File: config.mk
export PLATFORM = sky130hd
export DESIGN_NAME = max_priority_queue
export DESIGN_NICKNAME = d
export VERILOG_FILES = /design/src/hdl/mpq_pkg.sv /design/src/hdl/mpq_cell.sv /design/src/hdl/max_priority_queue.sv
export SDC_FILE = /design/constraint.sdc
export NUM_CORES = 1
export LEC_CHECK = 0
export ABC_AREA = 0
export BUFFER_PORTS_ARGS = -buffer_cell sky130_fd_sc_hd__buf_2
export CORE_ASPECT_RATIO = 0.6
export CORE_MARGIN = 1.5
export CORE_UTILIZATION = 55
export DETAILED_ROUTE_END_ITERATION = 8
export PLACE_DENSITY = 0.75
export SYNTH_ARGS = -nofsm -noshare
export SYNTH_HDL_FRONTEND = slang
export SYNTH_HIERARCHICAL = 1
export SYNTH_SLANG_ARGS = --single-unit
File: constraint.sdc
create_clock -name clk_i -period 8 [get_ports clk_i]
set_clock_uncertainty 0.2 [all_clocks]
set_input_delay 1.2 -clock clk_i [delete_from_list [all_inputs] [get_ports clk_i]]
set_output_delay 1.2 -clock clk_i [all_outputs]
set_load 0.02 [all_outputs]
File: src/hdl/mpq_pkg.sv
`timescale 1ns / 1ps
`default_nettype none
// ----------------------------------------------------------------------------
// Priority queue package
// Types, codes and field widths shared by the queue cells, the top level and
// the checker.
// ----------------------------------------------------------------------------
package mpq_pkg;

  localparam int unsigned IdW    = 16;
  localparam int unsigned PriW   = 8;
  localparam int unsigned CountW = 5;
  localparam int unsigned StatW  = 2;

  // Input tdata: process_id, priority_req. Output tdata: status, removed_id,
  // removed_priority, entry_count, padded to whole bytes.
  localparam int unsigned InDataW  = 24;
  localparam int unsigned OutDataW = 32;

  typedef enum logic {
    ACT_INSERT = 1'b0,
    ACT_REMOVE = 1'b1
  } action_e;

  typedef enum logic [StatW-1:0] {
    ST_DONE  = 2'd0,
    ST_FULL  = 2'd1,
    ST_EMPTY = 2'd2
  } status_e;

  // One stored entry as a cell presents it to its neighbours.
  typedef struct packed {
    logic            valid;
    logic [IdW-1:0]  id;
    logic [PriW-1:0] pri;
  } entry_t;

  // Command broadcast to every cell in the chain.
  typedef struct packed {
    logic            ins;
    logic            rem;
    logic [IdW-1:0]  id;
    logic [PriW-1:0] pri;
  } cmd_t;

endpackage : mpq_pkg
`default_nettype wire

File: src/hdl/mpq_cell.sv
`timescale 1ns / 1ps
`default_nettype none
// ----------------------------------------------------------------------------
// Priority queue cell
// Holds one entry of the sorted chain. On an insert it keeps its entry, takes
// the new one, or takes its upper neighbour's entry; on a remove it takes its
// lower neighbour's entry.
// ----------------------------------------------------------------------------
module mpq_cell (
  input  wire logic            clk_i,
  input  wire logic            rst_ni,
  input  wire mpq_pkg::cmd_t   cmd_i,
  input  wire mpq_pkg::entry_t prev_i,
  input  wire logic            prev_before_i,
  input  wire mpq_pkg::entry_t next_i,
  output mpq_pkg::entry_t      entry_o,
  output logic                 before_o
);
  import mpq_pkg::*;

  logic            valid_q, valid_d;
  logic [IdW-1:0]  id_q, id_d;
  logic [PriW-1:0] pri_q, pri_d;

  // The new entry belongs ahead of this one. Strict compare keeps equal
  // priorities in arrival order.
  assign before_o = !valid_q || (cmd_i.pri > pri_q);

  always_comb begin
    valid_d = valid_q;
    id_d    = id_q;
    pri_d   = pri_q;
    if (cmd_i.ins && before_o) begin
      if (prev_before_i) begin
        valid_d = prev_i.valid;
        id_d    = prev_i.id;
        pri_d   = prev_i.pri;
      end else begin
        valid_d = 1'b1;
        id_d    = cmd_i.id;
        pri_d   = cmd_i.pri;
      end
    end else if (cmd_i.rem) begin
      valid_d = next_i.valid;
      id_d    = next_i.id;
      pri_d   = next_i.pri;
    end
  end

  always_ff @(posedge clk_i or negedge rst_ni) begin
    if (!rst_ni) begin
      valid_q <= 1'b0;
    end else begin
      valid_q <= valid_d;
    end
  end

  always_ff @(posedge clk_i) begin
    id_q  <= id_d;
    pri_q <= pri_d;
  end

  assign entry_o = '{valid: valid_q, id: id_q, pri: pri_q};

endmodule : mpq_cell
`default_nettype wire

File: src/hdl/max_priority_queue.sv
`timescale 1ns / 1ps
`default_nettype none
// ----------------------------------------------------------------------------
// Max priority queue
// Bounded queue of process entries, served largest priority first.
// ----------------------------------------------------------------------------
// Entries live in a chain of CAPACITY cells kept sorted with the entry to be
// served next in the first cell; equal priorities stay in arrival order. Every
// transaction updates all cells at once: an insert moves each lower-ranked
// entry one cell down, a remove moves every entry one cell up. The result is
// held in an output register and appears in the cycle after acceptance; a new
// transaction is taken in every cycle in which that register is empty or being
// emptied, so the sustained rate is one item per cycle.
// ----------------------------------------------------------------------------
module max_priority_queue #(
  parameter int unsigned CAPACITY = 16
) (
  input  wire logic                           clk_i,
  input  wire logic                           rst_ni,
  input  wire logic                           s_axis_tvalid,
  output logic                                s_axis_tready,
  // [15:0] process_id, [23:16] priority_req
  input  wire logic [mpq_pkg::InDataW-1:0]    s_axis_tdata,
  // [0] action
  input  wire logic                           s_axis_tuser,
  output logic                                m_axis_tvalid,
  input  wire logic                           m_axis_tready,
  // [1:0] status, [17:2] removed_id, [25:18] removed_priority,
  // [30:26] entry_count, [31] zero
  output logic [mpq_pkg::OutDataW-1:0]        m_axis_tdata
);
  import mpq_pkg::*;

  localparam int unsigned CntW = $clog2(CAPACITY + 1);

  logic            accept;
  logic            full, empty;
  cmd_t            cmd;
  entry_t          cell_entry [CAPACITY];
  logic            cell_before [CAPACITY];
  logic [CntW-1:0] count_q, count_d;
  logic            out_valid_q;
  logic [OutDataW-1:0] out_data_q, out_data_d;
  status_e         status;
  logic [31:0]     count_ext;

  assign s_axis_tready = !out_valid_q || m_axis_tready;
  assign accept        = s_axis_tvalid && s_axis_tready;
  assign full          = (count_q == CntW'(CAPACITY));
  assign empty         = !cell_entry[0].valid;

  always_comb begin
    cmd.ins = accept && (s_axis_tuser == ACT_INSERT) && !full;
    cmd.rem = accept && (s_axis_tuser == ACT_REMOVE) && !empty;
    cmd.id  = s_axis_tdata[IdW-1:0];
    cmd.pri = s_axis_tdata[IdW+PriW-1:IdW];
  end

  for (genvar i = 0; i < CAPACITY; i++) begin : g_cell
    entry_t prev_e, next_e;
    logic   prev_b;
    if (i == 0) begin : g_head
      assign prev_e = '0;
      assign prev_b = 1'b0;
    end else begin : g_body
      assign prev_e = cell_entry[i-1];
      assign prev_b = cell_before[i-1];
    end
    if (i == CAPACITY - 1) begin : g_tail
      assign next_e = '0;
    end else begin : g_link
      assign next_e = cell_entry[i+1];
    end
    mpq_cell u_cell (
      .clk_i         (clk_i),
      .rst_ni        (rst_ni),
      .cmd_i         (cmd),
      .prev_i        (prev_e),
      .prev_before_i (prev_b),
      .next_i        (next_e),
      .entry_o       (cell_entry[i]),
      .before_o      (cell_before[i])
    );
  end

  always_comb begin
    count_d = count_q;
    if (cmd.ins) begin
      count_d = count_q + CntW'(1);
    end else if (cmd.rem) begin
      count_d = count_q - CntW'(1);
    end
  end

  always_comb begin
    status = ST_DONE;
    if (s_axis_tuser == ACT_INSERT) begin
      if (full) begin
        status = ST_FULL;
      end
    end else if (empty) begin
      status = ST_EMPTY;
    end
    count_ext  = 32'(count_d);
    out_data_d = '0;
    out_data_d[StatW-1:0] = status;
    if (cmd.rem) begin
      out_data_d[StatW+IdW-1:StatW]           = cell_entry[0].id;
      out_data_d[StatW+IdW+PriW-1:StatW+IdW]  = cell_entry[0].pri;
    end
    out_data_d[StatW+IdW+PriW+CountW-1:StatW+IdW+PriW] = count_ext[CountW-1:0];
  end

  always_ff @(posedge clk_i or negedge rst_ni) begin
    if (!rst_ni) begin
      count_q     <= '0;
      out_valid_q <= 1'b0;
    end else begin
      count_q <= count_d;
      if (accept) begin
        out_valid_q <= 1'b1;
      end else if (m_axis_tready) begin
        out_valid_q <= 1'b0;
      end
    end
  end

  always_ff @(posedge clk_i) begin
    if (accept) begin
      out_data_q <= out_data_d;
    end
  end

  assign m_axis_tvalid = out_valid_q;
  assign m_axis_tdata  = out_data_q;

endmodule : max_priority_queue
`default_nettype wire

# After elaboration in Yosys (flattened, before gate mapping)
# Index checks and enable logic that the tools add are counted.
[classes]
add_sub_neg = 2
order_cmp = 16
eq_ne = 1
n_mux = 148
bitwise_logic = 1
reduce_logical = 73
[op_table]
columns = ["op", "count"]
rows = [
  ["16-bit two-way mux", 47],
  ["8-bit two-way mux", 47],
  ["8-bit > comparator", 16],
  ["1-bit two-way mux", 50],
  ["2-bit nonzero test", 17],
  ["1-bit logical AND", 21],
  ["1-bit zero test", 18],
  ["1-bit logical OR", 17],
  ["5-bit two-way mux", 2],
  ["5-bit by 1-bit adder with 5-bit output, second input constant", 1],
  ["5-bit == test, second input constant", 1],
  ["5-bit by 1-bit subtractor with 5-bit output, second input constant", 1],
  ["2-bit two-way mux", 2],
  ["1-bit inverter", 1],
]
[totals]
ff_bits = 437
output_inout_bits = 34
wordCells = 293

# Logic depth before layout (Yosys ltp)
# Gate-level depths: netlist of run 1.
[logic_depth]
depth_word = 7
depth_mapped = 12

# Cells and area by module
# The synthesis of run 1 kept the hierarchy.
[modules_own_cells]
columns = ["module", "instances", "cells_per_inst", "area_per_inst_um2"]
rows = [
  ["mpq_cell (g_cell[2].u_cell ...)", 8, 118, 1701.6],
  ["mpq_cell (g_cell[0].u_cell ...)", 8, 118, 1692.9],
  ["max_priority_queue", 1, 104, 1527.7],
]

# Worst setup path after synthesis of run 1
# Ideal clock, no wire load.
[synth_path]
path_type = "input to register"
start = "in m_axis_tready"
end = "reg g_cell[0].u_cell.id_q[0] (enable)"
arrival_time_ns = 4.958
required_ns = 7.442
setup_slack_ns = 2.484
path_stages = 8
path_buffers = 2
path_cell_list = "nand2b_2 buf_6 nand2_1 nor3_1 a21bo_1 a31oi_4 buf_6 or2_2"
[synth_lines]
columns = ["item", "line_no", "rtl"]
rows = [
  ["from (decl)", "max_priority_queue.sv:27", "input wire logic m_axis_tready,"],
  ["to (signal assigned)", "mpq_cell.sv:59", "id_q <= id_d;"],
  ["to (decl)", "mpq_cell.sv:22", "logic [IdW-1:0] id_q, id_d;"],
]

# Worst setup path after layout of run 1
[layout_path]
start = "in s_axis_tdata[21] (netlist bit)"
end = "reg g_cell[0].u_cell.id_q[1] (enable)"
[layout_between]
elab_chain_cells = 4
[layout_rtl]
columns = ["item", "line_no", "rtl"]
rows = [
  ["from (decl)", "max_priority_queue.sv:23", "input wire logic [mpq_pkg::InDataW-1:0] s_axis_tdata,"],
  ["8-bit > comparator", "mpq_cell.sv:27", "assign before_o = !valid_q || (cmd_i.pri > pri_q);"],
  ["1-bit logical OR", "mpq_cell.sv:27", ""],
  ["1-bit logical AND", "mpq_cell.sv:33", "if (cmd_i.ins && before_o) begin"],
  ["2-bit nonzero test (no source line)", "-", ""],
]
# Every way passes these cells.
# A chain may end at the register's enable or synchronous reset.

==> impl_metrics.tcl, run 1 <==
set metrics [dict create \
    core_um2 51250 \
    fmax_ghz 0.2324 \
    avgSynthCellArea_um2 14.41 \
    min_period_ns 4.303 \
    power.density_nw_per_um2 228.6 \
    cts-hold-fix-buffers 0 \
    grt_pass1_vias 17281 \
    finalHoldWorstSlack_ns 0.3307 \
    drtAntennaViolNets 0 \
    clock-sinks 437 \
    finalSetupViolCount 0 \
    post-dp-hpwl_um 44650 \
    area_delta_synth_final_pct 7.890 \
    status "finished clean" \
    cts_tree "done" \
    drt_first_iter_violations 1126 \
    required_ns 7.99 \
    vias 16574 \
    post-place-cells 2733 \
    globalplace.congestion 0.8428 \
    first_pass_iters 7 \
    final_max_slew_viol_count 0 \
    numCtsBuffers 43 \
    post_cts_resized 0 \
    die_y_um 179.9 \
    start_util 0.5595 \
    yosysWarnings 6 \
    ir_drop_mv 0.1435 \
    grt.total_usage 0.2281 \
    critPathArrivalTime_ns 4.29 \
    min_path_type "reg -> reg" \
    die_w_um 297.8 \
    io_buffers 61 \
    critPathSlowestCell "or2_2" \
    drive_above_1_share 0.4705 \
    critPathBufInv 2 \
    root_buffer "clkbuf_16" \
    postSynthCellCount 1990 \
    post_drt_wl_per_cell_um 21.98 \
    rsz0062_at_grt "no" \
    ctsHtreeMaxLevel 2 \
    post-route-period-util 0.5379 \
    hold_violations 0 \
    pin_count 63 \
    cts.path.max_buffers 3 \
    reg2reg_slack_ns 3.91 \
    p_leak_nw 11.79 \
    row_count 64 \
    synth_area_um2 28670 \
    cp-start-kind "input port" \
    fin_nets 2244 \
    drc 0 \
    endpoint_kind "register" \
    setup-tns-final_ns 0 \
    grt_pass1_wl_um 98840 \
    path_class "in -> reg" \
    antenna_found_initial 2 \
    postCtsSetupRepairBufs 0 \
    crit_fanout 32 \
    grt_max_degree 73 \
    grt_overflow_total 0 \
    slew_headroom 0.4357 \
    clk_pin_slew_ns 0.06 \
    tightest_slew_ns 0.8464 \
    cp_top_family "buffers and inverters" \
    clk_latency_ns 0.56 \
    crit_chain "buf_2 > ha_1 > nand4_1 > nor2_1 > a21bo_1 > a31oi_4 > buf_4 > or2_2" \
    drv_cap 0 \
    via_per_inst 5.894 \
    antennaDiodeCount 0 \
    dieArea_um2 53560 \
    instances_no_fill 2812 \
    wirelength_um 61800 \
    cp_slowest_stage_delay_ns 0.61 \
]
[final timing paths]
path | from | endpoint | cells after the start
setup / recovery | s_axis_tdata[21] | g_cell[0].u_cell/id_q[1] | 8
hold / removal | count_q[4] | count_q[4] | 1
setup reg to reg | count_q[0] | g_cell[5].u_cell/id_q[5] | 9
hold reg to reg | count_q[4] | count_q[4] | 1
max in group asynchronous | rst_ni | count_q[1] | 1
min in group asynchronous | rst_ni | g_cell[14].u_cell/valid_q | 1
[stage by stage]
| step | power [mW] | cell area, um2 | setup WS [ns] | util |
|---|---|---|---|---|
| 3_3_place_gp | 4.885 | 29490 | 3.281 | 0.5754 |
| 5_1_grt | 7.375 | 30930 | 3.531 | 0.6036 |
| 4_1_cts | 7.102 | 30930 | 3.729 | 0.6036 |
| 3_5_place_dp | 4.963 | 29490 | 3.145 | 0.5754 |
| 2_1_floorplan | 4.551 | 28860 | 2.484 | - |
| 6_report | 7.073 | 30930 | 3.697 | 0.6036 |
[cells in the final DEF (no fill, tap or decap), drive strengths merged, types with 2 or more instances in the layout]
| cell type | count |
|---|---|
| buf | 99 |
| a211oi | 16 |
| and2 | 24 |
| clkinvlp | 5 |
| o32a | 16 |
| or2 | 16 |
| nand2b | 49 |
| a21o | 16 |
| nor2b | 18 |
| and3 | 3 |
| bufinv | 6 |
| o221a | 16 |
| dfrtp | 22 |
| a21bo | 16 |
| clkinv | 15 |
| o21ai | 17 |
| nor3 | 2 |
| conb | 52 |
| nand3 | 4 |
| o21a | 16 |
| nand4 | 34 |
| ha | 130 |
| o211ai | 16 |
| nor2 | 33 |
| nand3b | 16 |
| a21oi | 49 |
| inv | 132 |
| xor2 | 2 |
| edfxtp | 415 |
| a31oi | 16 |
| mux2 | 752 |
| clkbuf | 53 |
| nand2 | 35 |
[final cells by class]
class,instances,area (um2)
Fill cell,3891,20310
Multi-Input combinational cell,1372,14520
Sequential cell,437,13010
Clock buffer,53,1134
Tap cell,693,867.1
Timing Repair Buffer,99,590.6
Inverter,132,495.5
Clock inverter,26,314.1
[metal layers]
metal | vias up | GRT usage | wire length [um]
met5 | - | 0 | 0
li1 | 7710 | - | -
met3 | 54 | 0.03783 | 3136
met2 | 390 | 0.3214 | 25310
met4 | 0 | 0.03694 | 537
met1 | 8420 | 0.3678 | 32820
[report_power, final]
part	switching [mW]	internal (mW)	leakage [nW]	total, mW
registers	0.179	2.88	4.10	3.06
logic	0.900	0.984	6.99	1.88
clock network	0.916	1.21	0.695	2.13
[registers in the layout (all words and copies together) (netlist names)]
| name | cells |
|---|---|
| g_cell.u_cell/valid_q | 16 |
| g_cell.u_cell/pri_q | 128 |
| count_q | 5 |
| m_axis_tdata | 31 |
| m_axis_tvalid | 1 |
| g_cell.u_cell/id_q | 256 |
Note: power is estimated with default switching activity, not from simulation.
==> inputs of run 2 (changes only) <==
--- a/config.mk
+++ b/config.mk
@@ -11,7 +11,7 @@
 export CORE_MARGIN = 1.5
 export CORE_UTILIZATION = 55
 export DETAILED_ROUTE_END_ITERATION = 8
-export PLACE_DENSITY = 0.75
+export PLACE_DENSITY = 0.78
 export SYNTH_ARGS = -nofsm -noshare
 export SYNTH_HDL_FRONTEND = slang
 export SYNTH_HIERARCHICAL = 1
==> constraint.sdc (replaced) <==
create_clock -name clk_i -period 3.8 [get_ports clk_i]
set_clock_uncertainty 0.2 [all_clocks]
set_input_delay 0.57 -clock clk_i [delete_from_list [all_inputs] [get_ports clk_i]]
set_output_delay 0.57 -clock clk_i [all_outputs]
set_load 0.02 [all_outputs]
==> run 2 against run 1 <==
  * Non-clock buffer count up 26
  * Via count up 2.8%
  * Wire length up 2.4%
  * Combinational power up 120%
  * Clock power up 91%
  * Worst setup slack worse by 3.0 ns
  * Design area up 0.79%
  * Critical endpoint is now g_cell[0].u_cell/id_q[0]
  * Highest routed layer unchanged
==> impl_metrics.tcl, run 2 (synthesis results as in run 1) <==
set metrics [dict create \
    hold_violations 0 \
    largest_register_ffs 256 \
    power.density_nw_per_um2 471.0 \
    io_buffers 61 \
    critPathArrivalTime_ns 3.19 \
    critPathBufInv 4 \
    row_count 64 \
    min_path_type "in -> reg" \
    cts_tree "done" \
    post_cts_resized 0 \
    setup-tns-final_ns 0 \
    drive_above_1_share 0.4732 \
    core_um2 51250 \
    grt.total_usage 0.2334 \
    numCtsBuffers 43 \
    cts.path.max_buffers 3 \
    drc 0 \
    post_drt_wl_per_cell_um 22.31 \
    dieArea_um2 53560 \
    drv_cap 0 \
    antenna_found_initial 2 \
    reg2reg_slack_ns 0.71 \
    die_w_um 297.8 \
    vias 17030 \
    reg2reg_depth 10 \
    critPathSlowestCell "nor4bb_1" \
    start_util 0.5595 \
    ctsHtreeMaxLevel 2 \
    grt_overflow_total 0 \
    grt_pass1_vias 17795 \
    wirelength_um 63260 \
    antennaDiodeCount 0 \
    post-dp-hpwl_um 46680 \
    cp-start-kind "register" \
    min_delay_path_depth 2 \
    status "finished clean" \
    grt_pass1_wl_um 101500 \
    post-route-period-util 0.8143 \
    via_per_inst 6.005 \
    instances_no_fill 2836 \
    finalSetupViolCount 0 \
    p_leak_nw 11.92 \
    final_max_slew_viol_count 0 \
    root_buffer "clkbuf_16" \
    area_delta_synth_final_pct 8.741 \
    regMostFlops "g_cell.u_cell/id_q" \
    crit_chain "inv_1 > ha_1 > nor4bb_1 > nor3_4 > buf_12 > a21bo_1 > a31oi_4 > buf_12 > or2_2 > buf_12" \
    cp_top_family "simple AND/OR/NAND/NOR gates" \
    cp_num_cells 10 \
    fin_nets 2270 \
    fmax_ghz 0.3232 \
    finalHoldWorstSlack_ns 0.08768 \
    cp_slowest_stage_delay_ns 0.58 \
    ir_drop_mv 0.3285 \
    path_class "reg -> reg" \
    min_period_ns 3.094 \
    required_ns 3.90 \
    first_pass_iters 5 \
    layout_common_cells "mux2_2, edfxtp_1, mux2_4" \
    pin_count 63 \
    drtAntennaViolNets 0 \
    clk_pin_slew_ns 0.06 \
    rsz0062_at_grt "no" \
    globalplace.congestion 0.8676 \
    slew_headroom 0.4877 \
    endpoint_kind "register" \
    crit_fanout 48 \
    clock-sinks 437 \
    die_y_um 179.9 \
    grt_max_degree 49 \
    cpMostUsedCell "buf_12" \
    nFillCells 3867 \
    clk_latency_ns 0.56 \
    post-place-cells 2758 \
    layout_commonest_cell "mux2_2" \
    tightest_slew_ns 0.7684 \
    drt_first_iter_violations 1528 \
]
## run 2: worst reg2reg max path, stage by stage (launching register included)
cell	delay, ns
dfrtp_1	0.43
inv_1	0.12
ha_1	0.21
nor4bb_1	0.58
nor3_4	0.07
buf_12	0.20
a21bo_1	0.24
a31oi_4	0.05
buf_12	0.22
or2_2	0.34
buf_12	0.18
## run 2: metrics by stage
step           setup slack (ns)  total power, mW  cell area (um2)    util
2_1_floorplan            0.2773            9.581            28880       -
3_3_place_gp             0.2658            10.43            29880  0.5831
3_5_place_dp             0.1873            10.65            29880  0.5831
4_1_cts                  0.7547            14.73            31180  0.6084
5_1_grt                  0.5944            15.30            31180  0.6084
6_report                 0.7056            14.69            31180  0.6084
## run 2: final cells by class
type	count	area, um2	area share
Timing Repair Buffer	125	988.4	0.03170
Multi-Input combinational cell	1372	14530	0.4659
Sequential cell	437	13010	0.4174
Tap cell	693	867.1	0.02781
Clock buffer	49	1099	0.03523
Inverter	132	495.5	0.01589
Clock inverter	28	188.9	0.006060
## run 2: routing by layer
layer | up-vias | wire length (um) | track usage
met3 | 68 | 3360 | 0.03396
met1 | 8729 | 32450 | 0.3722
met4 | 0 | 792 | 0.03939
li1 | 7752 | - | -
met5 | - | 0 | 0
met2 | 481 | 26650 | 0.3369
## run 2: where the power goes
part	switching [mW]	internal [mW]	leakage, nW
sequential	0.373	6.07	4.10
clock	1.90	2.16	0.628
combinational	1.98	2.21	7.19
## run 2: what timing repair did
item | 4_1_cts | 5_1_grt
hold endpoints to repair | 22 | 0
hold buffers | 1 | 0
buffers inserted | 0 | 0
endpoints found under the setup margin | 0 | 0
## run 2: path summary, 6_finish.rpt
check | startpoint | endpoint
max | count_q[0] | g_cell[0].u_cell/id_q[0]
min | s_axis_tvalid | m_axis_tvalid
max reg2reg | count_q[0] | g_cell[0].u_cell/id_q[0]
min reg2reg | count_q[4] | count_q[4]
max in group asynchronous | rst_ni | m_axis_tvalid
min in group asynchronous | rst_ni | g_cell[14].u_cell/valid_q
